### config.mk
export PLATFORM = sky130hd
export DESIGN_NAME = aabb_overlap_unit
export DESIGN_NICKNAME = d
export VERILOG_FILES = /design/src/rtl/aabb_pkg.sv /design/src/rtl/aabb_overlap_unit.sv
export SDC_FILE = /design/constraint.sdc
export NUM_CORES = 1
export LEC_CHECK = 0
export BUFFER_PORTS_ARGS = -buffer_cell sky130_fd_sc_hd__buf_4
export CAP_MARGIN = 15
export CORE_ASPECT_RATIO = 1.75
export CORE_MARGIN = 1.5
export CORE_UTILIZATION = 40
export DETAILED_ROUTE_END_ITERATION = 7
export GPL_TIMING_DRIVEN = 0
export PLACE_DENSITY = 0.78
export SYNTH_ARGS = -nofsm -noshare
export SYNTH_HDL_FRONTEND = slang
export SYNTH_SLANG_ARGS = --single-unit
### constraint.sdc
create_clock -name vclk -period 4.6
set_input_delay 0.69 -clock vclk [all_inputs]
set_output_delay 0.69 -clock vclk [all_outputs]
set_load 0.005 [all_outputs]
### src/rtl/aabb_pkg.sv
// ---------------------------------------------------------------------------
// aabb_pkg
// Shared sizes, codes and word types of the box collision block.
// ---------------------------------------------------------------------------
package aabb_pkg;

   localparam int MAX_BOXES   = 64;
   localparam int IDX_W       = $clog2(MAX_BOXES);
   localparam int CNT_W       = $clog2(MAX_BOXES + 1);
   localparam int ENTRY_IDX_W = 6;
   localparam int COORD_W     = 16;
   localparam int DIM_W       = 15;
   localparam int EDGE_W      = 17;

   localparam logic [1:0] MODE_WRITE = 2'd0;
   localparam logic [1:0] MODE_HORZ  = 2'd1;
   localparam logic [1:0] MODE_VERT  = 2'd2;

   typedef enum logic [1:0] {
      ST_IDLE,
      ST_SCAN,
      ST_RESOLVE
   } state_type;

   typedef struct packed {
      logic [COORD_W-1:0] left;
      logic [COORD_W-1:0] top;
      logic [DIM_W-1:0]   width;
      logic [DIM_W-1:0]   height;
   } entry_type;

   // two's complement edges, one bit wider than a coordinate
   typedef struct packed {
      logic [EDGE_W-1:0] left;
      logic [EDGE_W-1:0] right;
      logic [EDGE_W-1:0] top;
      logic [EDGE_W-1:0] bottom;
   } edges_type;

   typedef struct packed {
      logic [1:0]             mode;
      logic [ENTRY_IDX_W-1:0] entry_index;
      logic                   entry_valid;
      logic [COORD_W-1:0]     box_x;
      logic [COORD_W-1:0]     box_y;
      logic [DIM_W-1:0]       box_width;
      logic [DIM_W-1:0]       box_height;
      logic [COORD_W-1:0]     prev_x;
      logic                   moving_down;
   } req_type;

   typedef struct packed {
      logic                   strobe;
      logic                   hit;
      logic [ENTRY_IDX_W-1:0] hit_index;
      logic [COORD_W-1:0]     new_x;
      logic [COORD_W-1:0]     new_y;
      logic                   clear_speed;
   } rsp_type;

   typedef struct packed {
      logic             en;
      logic [IDX_W-1:0] addr;
      logic             present;
      entry_type        entry;
   } wr_req_type;

   typedef struct packed {
      logic             en;
      logic [IDX_W-1:0] addr;
   } rd_req_type;

   typedef struct packed {
      logic      present;
      entry_type entry;
   } rd_rsp_type;

endpackage

### src/rtl/aabb_overlap_unit.sv
// ---------------------------------------------------------------------------
// aabb_overlap_unit
// Shared edge adder and strict overlap compare, used once per scanned entry.
// ---------------------------------------------------------------------------
module aabb_overlap_unit (
   input  aabb_pkg::edges_type mover,
   input  aabb_pkg::entry_type entry,
   output aabb_pkg::edges_type entry_edges,
   output logic                overlap
);

   always_comb begin
      entry_edges.left   = {entry.left[aabb_pkg::COORD_W-1], entry.left};
      entry_edges.top    = {entry.top[aabb_pkg::COORD_W-1], entry.top};
      entry_edges.right  = {entry.left[aabb_pkg::COORD_W-1], entry.left}
                           + {2'b00, entry.width};
      entry_edges.bottom = {entry.top[aabb_pkg::COORD_W-1], entry.top}
                           + {2'b00, entry.height};
   end

   assign overlap = ($signed(mover.right)  > $signed(entry_edges.left))   &&
                    ($signed(mover.left)   < $signed(entry_edges.right))  &&
                    ($signed(mover.top)    < $signed(entry_edges.bottom)) &&
                    ($signed(mover.bottom) > $signed(entry_edges.top));

endmodule

==> results.cfg <==
[outcome]
status = finished, violations left
violations = negative setup slack

[drt]
firstDrtPassIters = 4
via_per_inst = 5.40
drt-initial-drc-count = 77
wl_per_cell_um = 16.0
detail-route-antenna-nets = 0
routed_wl_mm = 11.8
drcViolationCount = 0
vias = 3971

[sta]
hold_viol = 0
slew_viol_final = 0
maxSlewHeadroom_pct = 66.5
finalCriticalPeriod_ns = 4.77
final-setup-viol-count = 1
fin_ws_ns = -0.170
worst_pin_slew_ns = 0.498
rsz0062_at_grt = true
period_share_pct = 104
fmax_ghz = 0.210

[critical_path]
crit_path_max_fanout = 2
start_kind = input port
arrival_ns = 4.08
crit_path_end_kind = primary output
endpoint = overlap
crit_type = input port to primary output
required_ns = 3.91
critPathLaunch = entry[46]

[finish]
nClkBuffers = 0
multiInputGateArea_um2 = 2920
nets = 875
design_area_um2 = 5070
final_cell_mix = buf_4, ha_1, inv_1
area_delta_synth_final_pct = 52.4
n_fill_cell = 723
layout_commonest_cell = buf_4
seq_area_um2 = 0
drive_gt1_share_pct = 39.8
n_sequential_cell = 0
final_util_pct = 63.3
antenna_cells = 0

[global_route]
grt_remaining_overflow = 0
grtUsageTotal_pct = 25.5
antenna_found_initial = 0
grt_first_pass_wirelength_mm = 18.0
grt_max_degree = 8
grt_pass1_vias = 4082

[placed_design]
port-buffer-count = 199
postPlaceCellArea_um2 = 4930
dp_slack_ns = -0.643
gp_congestion = 0.898
dp_hpwl_mm = 10.6

[floorplan]
die_area_um2 = 8900
ios = 199
initial_core_util_pct = 41.5
rows = 43
die_h_um = 124
core-area_um2 = 8020
die_w_um = 72.0

[yosys]
synth_cell_type_count = 47
yosysSeqAreaShare_pct = 0
syn_avg_cell_area_um2 = 7.58
synth_area_um2 = 3330
synthesis.nets = 667
synth_cells = 439
synth_warnings = 0

[pwr]
leakagePower_nw = 2.86
p_per_area_nw_per_um2 = 147
ir_worst_vdd_v = 0.0000944

[clock_tree]
cts_hold_buf = 0

[job]
maxCapViolations = 0

[hold_path]
worstHoldPathType = input port to primary output
cell families (layout without fill, tap and decap cells):
| kind of cell | after synthesis | count (layout) | share of synthesized area, % |
|---|---|---|---|
| AO/OA/AOI/OAI | 122 | 122 | 25.5 |
| adder cells (fa/ha/maj) | 98 | 98 | 37.3 |
| buffers and inverters | 94 | 300 | 14.4 |
| AND/OR/NAND/NOR | 93 | 93 | 14.4 |
| XOR/XNOR | 32 | 32 | 8.42 |
how the worst min path moves through the flow:
stage                          from               to  cells past startpoint
after global placement    entry[55]  entry_edges[60]                      3
after detailed placement  entry[50]  entry_edges[55]                      3
final                     entry[55]  entry_edges[60]                      3
after CTS                 entry[50]  entry_edges[55]                      3
after floorplan           entry[30]  entry_edges[17]                      1
after global routing      entry[51]  entry_edges[56]                      3
worst max-delay path, stage by stage:
cell	delay, ns
buf_8	0.10
ha_4	0.16
fa_2	0.37
a211oi_4	0.26
o21a_1	0.19
o311ai_2	0.13
a31o_2	0.29
a21oi_4	0.21
xnor2_2	0.09
ha_1	0.31
a21o_1	0.20
a2111oi_4	0.29
a21oi_1	0.07
a211o_1	0.33
a2111oi_2	0.21
buf_4	0.17
per-stage QoR:
step / hold WS [ns] / TNS [ns] / power (mW) / std cells
detailed placement: 1.65 / -0.643 / 0.715 / 728
global placement: 1.65 / -0.622 / 0.695 / 728
CTS: 1.66 / -0.182 / 0.740 / 734
floorplan: 1.46 / 0 / 0.398 / 439
finish: 1.66 / -0.170 / 0.744 / 735
global route: 1.67 / -0.304 / 0.829 / 735
routing by layer:
layer | GRT usage (%) | wire length (um) | part of all wire [%] | up-vias
met4 | 9.32 | 495 | 4.2 | 0
met2 | 54.6 | 6730 | 57 | 201
met1 | 21.6 | 3520 | 30 | 1775
met5 | 0 | 0 | 0 | -
met3 | 5.91 | 1050 | 8.9 | 30
li1 | - | - | - | 1965
final cells by class:
type,count,share of cell area (%)
Inverter,60,4.44
Buffer,34,5.03
Multi-Input combinational cell,345,57.5
Timing Repair Buffer,206,30.8
Tap cell,90,2.22
what timing repair did:
item	CTS	global route
setup endpoints to repair	1	1
resized for setup	13	2
pin swaps	14	6
setup buffers	6	1
power by group:
part	switching [mW]	internal [mW]	total [mW]
registers	0	0	0
clock network	0	0	0
logic	0.351	0.393	0.744
synthesized netlist by cell type (all sizes together) (3+ instances only):
library cell | n | share of area [%]
nand4 | 9 | 1.7
nor2 | 23 | 2.6
o2111ai | 4 | 1.1
a211o | 3 | 0.79
a31o | 3 | 0.79
o31a | 3 | 0.79
o21ai | 19 | 3.1
nor3 | 7 | 1.1
ha | 96 | 36
and2 | 4 | 0.83
nand3 | 9 | 1.4
nand2b | 5 | 0.94
a21oi | 31 | 4.9
nand2 | 14 | 1.6
o21bai | 5 | 1.1
xor2 | 8 | 2.1
o31ai | 4 | 0.90
inv | 60 | 6.8
nor2b | 7 | 1.3
xnor2 | 24 | 6.3
buf | 34 | 7.7
o21a | 8 | 1.8
o211ai | 7 | 1.6
a211oi | 6 | 1.7
and3 | 9 | 1.7
a21o | 19 | 4.3
Note: power is estimated with default switching activity, not from simulation.
