### src/rtl/aabb_pkg.sv
// ---------------------------------------------------------------------------
// aabb_pkg
// Shared sizes, codes and word types of the box collision block.
// ---------------------------------------------------------------------------
package aabb_pkg;

   localparam int MAX_BOXES   = 64;
   localparam int IDX_W       = $clog2(MAX_BOXES);
   localparam int CNT_W       = $clog2(MAX_BOXES + 1);
   localparam int ENTRY_IDX_W = 6;
   localparam int COORD_W     = 16;
   localparam int DIM_W       = 15;
   localparam int EDGE_W      = 17;

   localparam logic [1:0] MODE_WRITE = 2'd0;
   localparam logic [1:0] MODE_HORZ  = 2'd1;
   localparam logic [1:0] MODE_VERT  = 2'd2;

   typedef enum logic [1:0] {
      ST_IDLE,
      ST_SCAN,
      ST_RESOLVE
   } state_type;

   typedef struct packed {
      logic [COORD_W-1:0] left;
      logic [COORD_W-1:0] top;
      logic [DIM_W-1:0]   width;
      logic [DIM_W-1:0]   height;
   } entry_type;

   // two's complement edges, one bit wider than a coordinate
   typedef struct packed {
      logic [EDGE_W-1:0] left;
      logic [EDGE_W-1:0] right;
      logic [EDGE_W-1:0] top;
      logic [EDGE_W-1:0] bottom;
   } edges_type;

   typedef struct packed {
      logic [1:0]             mode;
      logic [ENTRY_IDX_W-1:0] entry_index;
      logic                   entry_valid;
      logic [COORD_W-1:0]     box_x;
      logic [COORD_W-1:0]     box_y;
      logic [DIM_W-1:0]       box_width;
      logic [DIM_W-1:0]       box_height;
      logic [COORD_W-1:0]     prev_x;
      logic                   moving_down;
   } req_type;

   typedef struct packed {
      logic                   strobe;
      logic                   hit;
      logic [ENTRY_IDX_W-1:0] hit_index;
      logic [COORD_W-1:0]     new_x;
      logic [COORD_W-1:0]     new_y;
      logic                   clear_speed;
   } rsp_type;

   typedef struct packed {
      logic             en;
      logic [IDX_W-1:0] addr;
      logic             present;
      entry_type        entry;
   } wr_req_type;

   typedef struct packed {
      logic             en;
      logic [IDX_W-1:0] addr;
   } rd_req_type;

   typedef struct packed {
      logic      present;
      entry_type entry;
   } rd_rsp_type;

endpackage

### src/rtl/aabb_box_table.sv
// ---------------------------------------------------------------------------
// aabb_box_table
// Box store: one write port, one registered read port, present bits in flops.
// ---------------------------------------------------------------------------
module aabb_box_table (
   input  logic                clock,
   input  logic                reset,
   input  aabb_pkg::wr_req_type wr_req,
   input  aabb_pkg::rd_req_type rd_req,
   output aabb_pkg::rd_rsp_type rd_rsp
);

   aabb_pkg::entry_type             box_mem_ff [aabb_pkg::MAX_BOXES];
   logic [aabb_pkg::MAX_BOXES-1:0]  present_ff;
   logic [aabb_pkg::MAX_BOXES-1:0]  present_in;
   aabb_pkg::rd_rsp_type            rd_rsp_ff;

   always_comb begin
      present_in = present_ff;
      if (wr_req.en) begin
         present_in[wr_req.addr] = wr_req.present;
      end
   end

   always_ff @(posedge clock) begin
      if (reset) begin
         present_ff <= '0;
      end else begin
         present_ff <= present_in;
      end
   end

   // box fields are kept only for entries that are stored
   always_ff @(posedge clock) begin
      if (wr_req.en && wr_req.present) begin
         box_mem_ff[wr_req.addr] <= wr_req.entry;
      end
   end

   always_ff @(posedge clock) begin
      if (rd_req.en) begin
         rd_rsp_ff.entry   <= box_mem_ff[rd_req.addr];
         rd_rsp_ff.present <= present_ff[rd_req.addr];
      end
   end

   assign rd_rsp = rd_rsp_ff;

endmodule

### config.mk
export PLATFORM = sky130hd
export DESIGN_NAME = aabb_box_table
export DESIGN_NICKNAME = d
export VERILOG_FILES = /design/src/rtl/aabb_pkg.sv /design/src/rtl/aabb_box_table.sv
export SDC_FILE = /design/constraint.sdc
export NUM_CORES = 2
export LEC_CHECK = 0
export ABC_AREA = 1
export ABC_CLOCK_PERIOD_IN_PS = 18200
export BUFFER_PORTS_ARGS = -buffer_cell sky130_fd_sc_hd__buf_2
export CAP_MARGIN = 0
export CORE_MARGIN = 4
export CORE_UTILIZATION = 25
export CTS_CLUSTER_SIZE = 14
export DETAILED_ROUTE_END_ITERATION = 12
export PLACE_DENSITY = 0.44
export REMOVE_ABC_BUFFERS = 1
export SLEW_MARGIN = 10
export SYNTH_ARGS = -nofsm -noshare
export SYNTH_HDL_FRONTEND = slang
export SYNTH_SLANG_ARGS = --single-unit
### constraint.sdc
create_clock -name clock -period 18.2 [get_ports clock]
set_input_delay 0.91 -clock clock [delete_from_list [all_inputs] [get_ports clock]]
set_output_delay 0.91 -clock clock [all_outputs]
set_load 0.05 [all_outputs]
==> reports/results.txt <==
Ys flop type - edfxtp_1
Cells on worst reg2reg path - 8
Max-slew violation count - 0
Per-cell routed wire length - 25.9 µm
Die width - 817 µm
Dpl hpwl - 282000 µm
CTS tree - built
Worst setup SP type - primary input
Post-synth top cells - 4394 x nand2_1, 4031 x edfxtp_1, 3792 x nand3_1, 476 x buf_2, 220 x clkbuf_1
Fin crit period - 6.01 ns
Initial core utilization - 25.1%
Vias in the first global route - 103k
Worst skew pair latency - 1.00 ns
Die Ht - 817 µm
Largest net degree at the start of global routing - 200
Critical Path Stages - 15
Tcrit/Tclk final - 33.0%
Drt first pass iters - 8
Routability cong. - 0.751
CP dominant cell by count - buf_4
MaxCap Viol Count - 0
Avg Inst Size Synth - 12.2 µm²
Die area - 667000 µm²
Worst Setup SP - rd_req[0]
ANT nets after route - 0
RSZ-0062 raised after global routing - no
CTS Sinks - 4095
Critical path type - primary input to flop
Pwr/cell area - 108 nW/µm²
Worst hold margin - 0.286 ns
Area of the core - 651000 µm²
Outcome - complete, no violations
Layout cells sized above 1 - 8.07%
Critical-path top delay cell - buf_4
Leak - 63.6 nW
Reg-to-reg critical path endpoint - rd_rsp[5]$_DFFE_PP_
Hold_buf cts - 0
R2r setup slk - 16.30 ns
Asr flop ratio synth - 0%
Slew Limit Headroom - 14.2%
Clock slew at reported path FFs - 0.06 ns
DRC viols - 0
CP Cell Sequence - buf_12, buf_4, buf_4, buf_4, buf_4, buf_4, buf_4, nand2_1, nand3_1, nand3_1, nand3_1, nand3_1, nand2_1, nand2_1, nand2_1
Hold Crit Class - primary input to flop
Post-layout util - 28.7%
Power, Total - 0.0202 W
Least-Margin Pin Slew - 1.29 ns
# setup viols final - 0
Final Hold Vio Count - 0
Ports - 142
Worst r2r src - box_mem_ff[62][5]$_DFFE_PP_
Worst path max stage delay - 0.83 ns
Leading area contributor after synthesis - edfxtp_1
Seq/Total Area, Yosys - 74.9%
Crit path max-delay family - buffers and inverters
Netlist cell types - 22
DRT iter0 DRCs - 10.3k
WP data required - 19.04 ns
Max Freq - 166 MHz
CTS H-Tree Depth - 5
Count leader, synth - nand2_1
#FFs+latches synth - 4095
Buf+Inv Stages, Crit Path - 7
Root Driver - clkbuf_16
Worst EP arrival - 6.85 ns
WL final - 581000 µm
Synth Warn # - 0
Syn Inst Count - 13.4k
Vias per cell - 4.76
Critical-path maximum fanout - 104
Setup TNS - 0 ns
First-pass GRT wire length - 816000 µm
Setup crit end - rd_rsp[43]$_DFFE_PP_
Global route overflow - 0
Clock Power Share - 42.6%
Syn Std Cell Area - 163000 µm²
Nets@finish - 13.5k
Top post-synthesis cells by area - edfxtp_1 74%, nand3_1 12%, nand2_1 10%
GRT Total Usage - 16.8%
Post-synth EDFFs - 4031
Setup crit end kind - flop
IR drop worst, VDD - 0.0789 mV
CTS max path bufs - 4
Sequential power share - 51.7%
Share of the synthesized area in the top cell type - 74.1%
Skew final - 0.0494 ns
Via count - 107k
Psw - 0.00473 W
CTS buffer count - 428
Initial antenna violation count - 63
# port buffers - 141
P_int - 0.0154 W
Post-CTS sizing - 0
Cell Rows - 296
Area delta synth->final - 14.4%
Combinational Power Share - 5.7%
Setup Fix Bufs, Post-CTS - 0
Switching share of power - 23.5%
cells in the final DEF, fill, tap and decap left out, drive strengths merged:
cell type | netlist | routed
nand2 | 4395 | 4395
edfxtp | 4031 | 4031
nand3 | 3792 | 3792
clkbuf | 220 | 541
buf | 674 | 426
clkinv | 1 | 197
inv | 86 | 99
a21oi | 64 | 64
dfxtp | 64 | 64
nor3 | 50 | 50
o21ai | 42 | 42
bufinv | 0 | 28
nor2 | 24 | 24
clkinvlp | 0 | 9
diode | 0 | 8
nor4 | 1 | 1
per-layer routing:
layer / share of wire (%) / vias up / track usage, %
met3: 5.7 / 796 / 2.56
met1: 43 / 54900 / 22.4
met5: 0.058 / - / 0
met2: 48 / 3038 / 28.4
met4: 2.8 / 54 / 4.23
li1: - / 47900 / -
per-stage QoR:
step	instance area (µm²)	setup WS (ns)	cells
3_5_place_dp	174000	11.32	21600
4_1_cts	187000	12.38	22400
2_1_floorplan	159000	7.25	12600
6_report	187000	12.19	22400
3_3_place_gp	174000	11.26	21600
5_1_grt	187000	11.90	22400
cell type report:
type                       count  area [µm²]
fill                       66600      464000
multi-input combinational   8368       36800
tap                         8642       10800
inverter                      87         447
clock inverter               246        2150
antenna                        8        20.0
sequential                  4095      122000
timing repair buffer         426        3150
clock buffer                 541       11300
power groups by stage:
stage / combinational [W] / sequential (W) / clock, W
final: 0.00115 / 0.0104 / 0.00859
after global placement: 0.00117 / 0.0106 / 0
after CTS: 0.00117 / 0.0104 / 0.00878
after global routing: 0.00127 / 0.0104 / 0.00915
after floorplan: 0.000602 / 0.0107 / 0
after detailed placement: 0.00117 / 0.0106 / 0
sequential cells by signal, indices dropped and copies added (netlist names):
register    flops
box_mem_ff   3968
present_ff     64
rd_rsp         63
cells by family (layout without fill, tap and decap cells):
family | count (synthesis) | count (layout) | share of synthesized area, %
and+or+nand+nor | 8262 | 8262 | 22.0
DFF | 4095 | 4095 | 74.9
buffers and inverters | 981 | 1300 | 2.82
AOI/OAI and AO/OA | 106 | 106 | 0.325
other | 0 | 8 | 0
worst min path at each step:
stage / start / endpoint / slack (ns) / depth (start not counted)
CTS: rd_req[6] / rd_rsp[14]$_DFFE_PP_ / 0.21 / 1
floorplan: present_ff[47]$_SDFFE_PP0P_ / present_ff[47]$_SDFFE_PP0P_ / 0.43 / 2
detailed placement: present_ff[47]$_SDFFE_PP0P_ / present_ff[47]$_SDFFE_PP0P_ / 0.46 / 2
global route: rd_req[6] / rd_rsp[4]$_DFFE_PP_ / 0.25 / 1
finish: rd_req[6] / rd_rsp[4]$_DFFE_PP_ / 0.29 / 1
global placement: present_ff[47]$_SDFFE_PP0P_ / present_ff[47]$_SDFFE_PP0P_ / 0.45 / 2
Note: power is estimated with default switching activity, not from simulation.
