--- src/rtl/aabb_pkg.sv ---
// ---------------------------------------------------------------------------
// aabb_pkg
// Shared sizes, codes and word types of the box collision block.
// ---------------------------------------------------------------------------
package aabb_pkg;

   localparam int MAX_BOXES   = 64;
   localparam int IDX_W       = $clog2(MAX_BOXES);
   localparam int CNT_W       = $clog2(MAX_BOXES + 1);
   localparam int ENTRY_IDX_W = 6;
   localparam int COORD_W     = 16;
   localparam int DIM_W       = 15;
   localparam int EDGE_W      = 17;

   localparam logic [1:0] MODE_WRITE = 2'd0;
   localparam logic [1:0] MODE_HORZ  = 2'd1;
   localparam logic [1:0] MODE_VERT  = 2'd2;

   typedef enum logic [1:0] {
      ST_IDLE,
      ST_SCAN,
      ST_RESOLVE
   } state_type;

   typedef struct packed {
      logic [COORD_W-1:0] left;
      logic [COORD_W-1:0] top;
      logic [DIM_W-1:0]   width;
      logic [DIM_W-1:0]   height;
   } entry_type;

   // two's complement edges, one bit wider than a coordinate
   typedef struct packed {
      logic [EDGE_W-1:0] left;
      logic [EDGE_W-1:0] right;
      logic [EDGE_W-1:0] top;
      logic [EDGE_W-1:0] bottom;
   } edges_type;

   typedef struct packed {
      logic [1:0]             mode;
      logic [ENTRY_IDX_W-1:0] entry_index;
      logic                   entry_valid;
      logic [COORD_W-1:0]     box_x;
      logic [COORD_W-1:0]     box_y;
      logic [DIM_W-1:0]       box_width;
      logic [DIM_W-1:0]       box_height;
      logic [COORD_W-1:0]     prev_x;
      logic                   moving_down;
   } req_type;

   typedef struct packed {
      logic                   strobe;
      logic                   hit;
      logic [ENTRY_IDX_W-1:0] hit_index;
      logic [COORD_W-1:0]     new_x;
      logic [COORD_W-1:0]     new_y;
      logic                   clear_speed;
   } rsp_type;

   typedef struct packed {
      logic             en;
      logic [IDX_W-1:0] addr;
      logic             present;
      entry_type        entry;
   } wr_req_type;

   typedef struct packed {
      logic             en;
      logic [IDX_W-1:0] addr;
   } rd_req_type;

   typedef struct packed {
      logic      present;
      entry_type entry;
   } rd_rsp_type;

endpackage

--- src/rtl/aabb_scan_seq.sv ---
// ---------------------------------------------------------------------------
// aabb_scan_seq
// Sequencer: takes words, steps the table read address, tracks the first hit
// and resolves the mover position.
// ---------------------------------------------------------------------------
module aabb_scan_seq (
   input  logic                 clock,
   input  logic                 reset,
   input  logic                 start,
   input  aabb_pkg::req_type    req,
   output logic                 busy,
   output aabb_pkg::wr_req_type wr_req,
   output aabb_pkg::rd_req_type rd_req,
   input  aabb_pkg::rd_rsp_type rd_rsp,
   output aabb_pkg::edges_type  mover,
   input  aabb_pkg::edges_type  entry_edges,
   input  logic                 overlap,
   output aabb_pkg::rsp_type    rsp
);

   aabb_pkg::state_type state_ff, state_in;

   logic [aabb_pkg::CNT_W-1:0]       cnt_ff, cnt_in;
   logic                             chk_act_ff, chk_act_in;
   logic                             chk_self_ff, chk_self_in;
   logic                             chk_last_ff, chk_last_in;
   logic [aabb_pkg::IDX_W-1:0]       chk_idx_ff, chk_idx_in;

   aabb_pkg::edges_type              mover_ff, mover_in;
   logic [aabb_pkg::DIM_W-1:0]       w_ff, w_in;
   logic [aabb_pkg::DIM_W-1:0]       h_ff, h_in;
   logic                             horz_ff, horz_in;
   logic                             move_right_ff, move_right_in;
   logic                             down_ff, down_in;
   logic [aabb_pkg::ENTRY_IDX_W-1:0] self_idx_ff, self_idx_in;

   logic                             hit_ff, hit_in;
   logic [aabb_pkg::IDX_W-1:0]       hit_idx_ff, hit_idx_in;
   aabb_pkg::edges_type              hit_edges_ff, hit_edges_in;

   aabb_pkg::rsp_type                rsp_ff, rsp_in;

   logic accept;
   logic is_query;
   logic issue;
   logic hit_now;
   logic [aabb_pkg::EDGE_W-1:0] horz_pos;
   logic [aabb_pkg::EDGE_W-1:0] vert_pos;

   function automatic logic [aabb_pkg::COORD_W-1:0] sat16(
      input logic [aabb_pkg::EDGE_W-1:0] v
   );
      logic [aabb_pkg::COORD_W-1:0] r;
      if (v[aabb_pkg::EDGE_W-1] != v[aabb_pkg::COORD_W-1]) begin
         r = v[aabb_pkg::EDGE_W-1] ? {1'b1, {(aabb_pkg::COORD_W-1){1'b0}}}
                                   : {1'b0, {(aabb_pkg::COORD_W-1){1'b1}}};
      end else begin
         r = v[aabb_pkg::COORD_W-1:0];
      end
      return r;
   endfunction

   // FSM outputs
   always_comb begin
      busy     = (state_ff != aabb_pkg::ST_IDLE);
      accept   = start && !busy;
      is_query = (req.mode == aabb_pkg::MODE_HORZ) || (req.mode == aabb_pkg::MODE_VERT);
      issue    = (state_ff == aabb_pkg::ST_SCAN)
                 && (cnt_ff < aabb_pkg::CNT_W'(aabb_pkg::MAX_BOXES));
   end

   assign hit_now = (state_ff == aabb_pkg::ST_SCAN) && chk_act_ff && rd_rsp.present
                    && !chk_self_ff && overlap;

   // next state
   always_comb begin
      state_in = state_ff;
      case (state_ff)
         aabb_pkg::ST_IDLE: begin
            if (accept && is_query) begin
               state_in = aabb_pkg::ST_SCAN;
            end
         end
         aabb_pkg::ST_SCAN: begin
            if (hit_now || (chk_act_ff && chk_last_ff)) begin
               state_in = aabb_pkg::ST_RESOLVE;
            end
         end
         aabb_pkg::ST_RESOLVE: begin
            state_in = aabb_pkg::ST_IDLE;
         end
         default: begin
            state_in = aabb_pkg::ST_IDLE;
         end
      endcase
   end

   // table ports
   always_comb begin
      wr_req.en      = accept && (req.mode == aabb_pkg::MODE_WRITE)
                       && (32'(req.entry_index) < aabb_pkg::MAX_BOXES);
      wr_req.addr    = aabb_pkg::IDX_W'(req.entry_index);
      wr_req.present = req.entry_valid;
      wr_req.entry   = '{left:   req.box_x,
                         top:    req.box_y,
                         width:  req.box_width,
                         height: req.box_height};
      rd_req.en      = issue;
      rd_req.addr    = cnt_ff[aabb_pkg::IDX_W-1:0];
   end

   // datapath
   always_comb begin
      cnt_in        = cnt_ff;
      chk_act_in    = 1'b0;
      chk_self_in   = chk_self_ff;
      chk_last_in   = chk_last_ff;
      chk_idx_in    = chk_idx_ff;
      mover_in      = mover_ff;
      w_in          = w_ff;
      h_in          = h_ff;
      horz_in       = horz_ff;
      move_right_in = move_right_ff;
      down_in       = down_ff;
      self_idx_in   = self_idx_ff;
      hit_in        = hit_ff;
      hit_idx_in    = hit_idx_ff;
      hit_edges_in  = hit_edges_ff;
      rsp_in        = rsp_ff;
      rsp_in.strobe = 1'b0;

      horz_pos = move_right_ff ? (hit_edges_ff.left - {2'b00, w_ff}) : hit_edges_ff.right;
      vert_pos = down_ff ? (hit_edges_ff.top - {2'b00, h_ff}) : hit_edges_ff.bottom;

      if ((state_ff == aabb_pkg::ST_IDLE) && accept && is_query) begin
         mover_in.left   = {req.box_x[aabb_pkg::COORD_W-1], req.box_x};
         mover_in.top    = {req.box_y[aabb_pkg::COORD_W-1], req.box_y};
         mover_in.right  = {req.box_x[aabb_pkg::COORD_W-1], req.box_x}
                           + {2'b00, req.box_width};
         mover_in.bottom = {req.box_y[aabb_pkg::COORD_W-1], req.box_y}
                           + {2'b00, req.box_height};
         w_in          = req.box_width;
         h_in          = req.box_height;
         horz_in       = (req.mode == aabb_pkg::MODE_HORZ);
         move_right_in = $signed(req.prev_x) < $signed(req.box_x);
         down_in       = req.moving_down;
         self_idx_in   = req.entry_index;
         cnt_in        = '0;
         hit_in        = 1'b0;
         hit_idx_in    = '0;
      end

      if (state_ff == aabb_pkg::ST_SCAN) begin
         // issue stage: address out, flags registered in step with the read data
         if (issue) begin
            cnt_in      = cnt_ff + aabb_pkg::CNT_W'(1);
            chk_act_in  = 1'b1;
            chk_self_in = (32'(cnt_ff) == 32'(self_idx_ff));
            chk_last_in = (cnt_ff == aabb_pkg::CNT_W'(aabb_pkg::MAX_BOXES - 1));
            chk_idx_in  = cnt_ff[aabb_pkg::IDX_W-1:0];
         end
         if (hit_now) begin
            chk_act_in   = 1'b0;
            hit_in       = 1'b1;
            hit_idx_in   = chk_idx_ff;
            hit_edges_in = entry_edges;
         end
      end

      if (state_ff == aabb_pkg::ST_RESOLVE) begin
         rsp_in.strobe      = 1'b1;
         rsp_in.hit         = hit_ff;
         rsp_in.clear_speed = hit_ff;
         rsp_in.hit_index   = hit_ff ? aabb_pkg::ENTRY_IDX_W'(hit_idx_ff) : '0;
         rsp_in.new_x       = (hit_ff && horz_ff) ? sat16(horz_pos)
                                                  : mover_ff.left[aabb_pkg::COORD_W-1:0];
         rsp_in.new_y       = (hit_ff && !horz_ff) ? sat16(vert_pos)
                                                   : mover_ff.top[aabb_pkg::COORD_W-1:0];
      end
   end

   always_ff @(posedge clock) begin
      if (reset) begin
         state_ff      <= aabb_pkg::ST_IDLE;
         chk_act_ff    <= 1'b0;
         rsp_ff.strobe <= 1'b0;
      end else begin
         state_ff      <= state_in;
         chk_act_ff    <= chk_act_in;
         rsp_ff        <= rsp_in;
      end
   end

   always_ff @(posedge clock) begin
      cnt_ff             <= cnt_in;
      chk_self_ff        <= chk_self_in;
      chk_last_ff        <= chk_last_in;
      chk_idx_ff         <= chk_idx_in;
      mover_ff           <= mover_in;
      w_ff               <= w_in;
      h_ff               <= h_in;
      horz_ff            <= horz_in;
      move_right_ff      <= move_right_in;
      down_ff            <= down_in;
      self_idx_ff        <= self_idx_in;
      hit_ff             <= hit_in;
      hit_idx_ff         <= hit_idx_in;
      hit_edges_ff       <= hit_edges_in;
   end

   assign mover = mover_ff;
   assign rsp   = rsp_ff;

endmodule

--- config.mk ---
export PLATFORM = sky130hd
export DESIGN_NAME = aabb_scan_seq
export DESIGN_NICKNAME = d
export VERILOG_FILES = /design/src/rtl/aabb_pkg.sv /design/src/rtl/aabb_scan_seq.sv
export SDC_FILE = /design/constraint.sdc
export NUM_CORES = 1
export LEC_CHECK = 0
export ABC_AREA = 1
export BUFFER_PORTS_ARGS = -buffer_cell sky130_fd_sc_hd__buf_2
export CORE_MARGIN = 4
export CORE_UTILIZATION = 56
export DETAILED_ROUTE_END_ITERATION = 10
export GPL_ROUTABILITY_DRIVEN = 0
export PLACE_DENSITY = 0.9
export SLEW_MARGIN = 20
export SYNTH_ARGS = -nofsm -noshare
export SYNTH_HDL_FRONTEND = slang
export SYNTH_SLANG_ARGS = --single-unit
--- constraint.sdc ---
create_clock -name clock -period 6 [get_ports clock]
set_input_delay 1.2 -clock clock [delete_from_list [all_inputs] [get_ports clock]]
set_output_delay 1.2 -clock clock [all_outputs]
set_load 0.02 [all_outputs]
==> flow_summary.json <==
{
  "power_mw": 4.12,
  "grt_pass1_wl_um": 52800,
  "cts_tree": "built",
  "async_flop_share_pct": 0,
  "drtIter0Drc": 784,
  "start_kind": "primary input",
  "p_leak_nw": 7.17,
  "min_path_type": "flip-flop to flip-flop",
  "crit_path_end_kind": "flip-flop",
  "grt_overflow": 0,
  "powerDensity_mw_per_mm2": 272,
  "firstDrtPassIters": 5,
  "synth-compound-area-share_pct": 5.90,
  "yosys_warnings": 0,
  "place_inst": 1870,
  "die_w_um": 159,
  "top_layer": "met4",
  "wl_met1_um": 12500,
  "fmax_ghz": 0.298,
  "finalSetupTns_ns": 0,
  "required_ns": 6.18,
  "post_drt_via_cell_ratio": 5.42,
  "tightest_slew_ns": 1.04,
  "area_growth_pct": 17.9,
  "ctsHoldBuffers": 0,
  "synthesis.nets": 1634,
  "yosysMostFrequentCell": "nand2_1",
  "wl_met3_um": 3260,
  "yosysTopAreaCellShare_pct": 51.6,
  "setup_violations": 0,
  "post-route-period-util_pct": 55.9,
  "final_area_mm2": 0.0151,
  "core_area_mm2": 0.0226,
  "relSlewSlack_pct": 30.4,
  "cts_resized": 0,
  "design.die.area_mm2": 0.0254,
  "clk_latency_ns": 0.53,
  "netlist_area_mm2": 0.0128,
  "synth_cell_types": 43,
  "cts.path.max_buffers": 3,
  "max_cap_violations": 0,
  "met2_wirelength_um": 17300,
  "cp_data_arrival_time_ns": 3.54,
  "initial_core_util_pct": 56.8,
  "htree_levels": 1,
  "dp_hpwl_um": 25500,
  "yosys.area.top_type": "edfxtp_1",
  "grt_pass1_vias": 10300,
  "wirelength_um": 34300,
  "crit_path_max_fanout": 63,
  "finalCriticalPeriod_ns": 3.35,
  "synth_edf_count": 220,
  "slew_violations": 0,
  "ioPinCount": 410,
  "synth_top_family_by_area": "simple AND/OR/NAND/NOR gates",
  "drc": 0,
  "hold_viol": 0,
  "rows": 55,
  "cts_setup_buffers": 0,
  "worstSetupPathType": "primary input to flip-flop",
  "grt_start_max_net_pins": 64,
  "outcome": "finished clean",
  "postPlaceCellArea_mm2": 0.0143,
  "clkSlewWorstSetupHoldPaths_ns": 0.06,
  "antenna_found_initial": 0,
  "cts_made_buffers": 26,
  "cts_root_buffer": "clkbuf_16",
  "synthCells": 1329,
  "muxShareOfSynthArea_pct": 0.0781,
  "final_cells": 1918,
  "routed-via-count": 10400,
  "ys_seq_area_share_pct": 54.4,
  "synth_ff_type": "edfxtp_1",
  "synthTopCellsByCount": "nand2_1 (346), edfxtp_1 (220), inv_1 (174)",
  "synth_area_leaders": "edfxtp_1 (52%), nand2_1 (10%), ha_1 (7.6%)",
  "die_h_um": 159,
  "io_buffers": 345,
  "synth-simple-area-share_pct": 18.5,
  "gr-usage-all-layers_pct": 25.8,
  "avgSynthCellArea_um2": 9.64,
  "final_layout_size_suffix_gt1_share_pct": 26.0,
  "ir_worst_vdd_mv": 0.205,
  "synth-xor-area-share_pct": 2.32,
  "synth_seq_cells": 238,
  "synthAdderAreaFrac_pct": 8.24,
  "rsz0062_at_grt": "false",
  "finClkSkew_ns": 0.0143,
  "nets": 1918,
  "cts.sinks": 238,
  "ant_nets": 0,
  "routedWlPerCell_um": 17.9
}
[stage by stage]
stage	setup slack [ns]	hold slack [ns]	utilization (%)
6_report	2.65	0.450	66.9
5_1_grt	2.50	0.483	66.9
4_1_cts	2.66	0.447	66.9
3_5_place_dp	2.16	0.433	63.2
3_3_place_gp	2.22	0.426	63.2
2_1_floorplan	1.60	0.403	-
[power breakdown]
group | switching, mW | leakage, nW | internal (mW) | total (mW)
clock | 0.648 | 0.406 | 0.897 | 1.55
combinational | 0.416 | 4.59 | 0.216 | 0.632
sequential | 0.0364 | 2.16 | 1.90 | 1.94
[metal layers]
layer,track usage (%),vias up
li1,-,4888
met1,29.0,4785
met2,47.8,606
met3,5.82,115
met4,9.39,0
met5,0,-
[critical path, cell delays in order]
cell     delay [ns]
buf_2          0.08
inv_1          0.06
ha_1           0.27
nand4_1        0.52
inv_4          0.86
buf_4          0.49
[sequential cells by signal, indices dropped and copies added, names as in the netlist, 2 cells and up]
signal / cells
hit_edges_ff: 68
mover: 66
self_idx_ff: 6
h_ff: 15
chk_idx_ff: 6
w_ff: 15
hit_idx_ff: 6
state_ff: 2
rsp: 40
cnt_ff: 7
[layout make-up]
class	count	area, um2
diodes	2	5.00
clock buffers	35	768
clock inverters	11	67.6
fillers	1661	7470
inverters	181	682
multi-input cells	815	4490
flip-flops and latches	238	6970
well taps	285	357
repair buffers	351	1770
[path summary, 6_finish.rpt]
kind | from | to | slack (ns) | cells after the start
setup / recovery | req[87] | mover[13] | 2.65 | 6
hold reg to reg | chk_idx_ff[2] | hit_idx_ff[2] | 0.45 | 2
setup reg to reg | state_ff[0] | mover[13] | 3.29 | 4
hold / removal | chk_idx_ff[2] | hit_idx_ff[2] | 0.45 | 2
[cell families (layout without fill, tap and decap cells)]
group	after synthesis	in the layout
XOR/XNOR	34	34
AO/OA/AOI/OAI	137	137
AND/OR/NAND/NOR	561	561
multiplexers	1	1
adder cells (fa/ha/maj)	82	82
other	0	2
flip-flops	238	238
buffers and inverters	276	578
[layout by cell type, fill, tap and decap left out, types with 26 or more instances in the layout]
cell,synthesis,final
nand3_1,58,58
clkbuf_16,0,29
xor2_1,26,26
ha_1,78,78
o21ai_0,39,39
edfxtp_1,220,220
nand2_1,346,346
inv_1,174,173
a21oi_1,70,70
buf_2,1,345
nor2_1,103,103
Power figures use the tool's default switching activity.
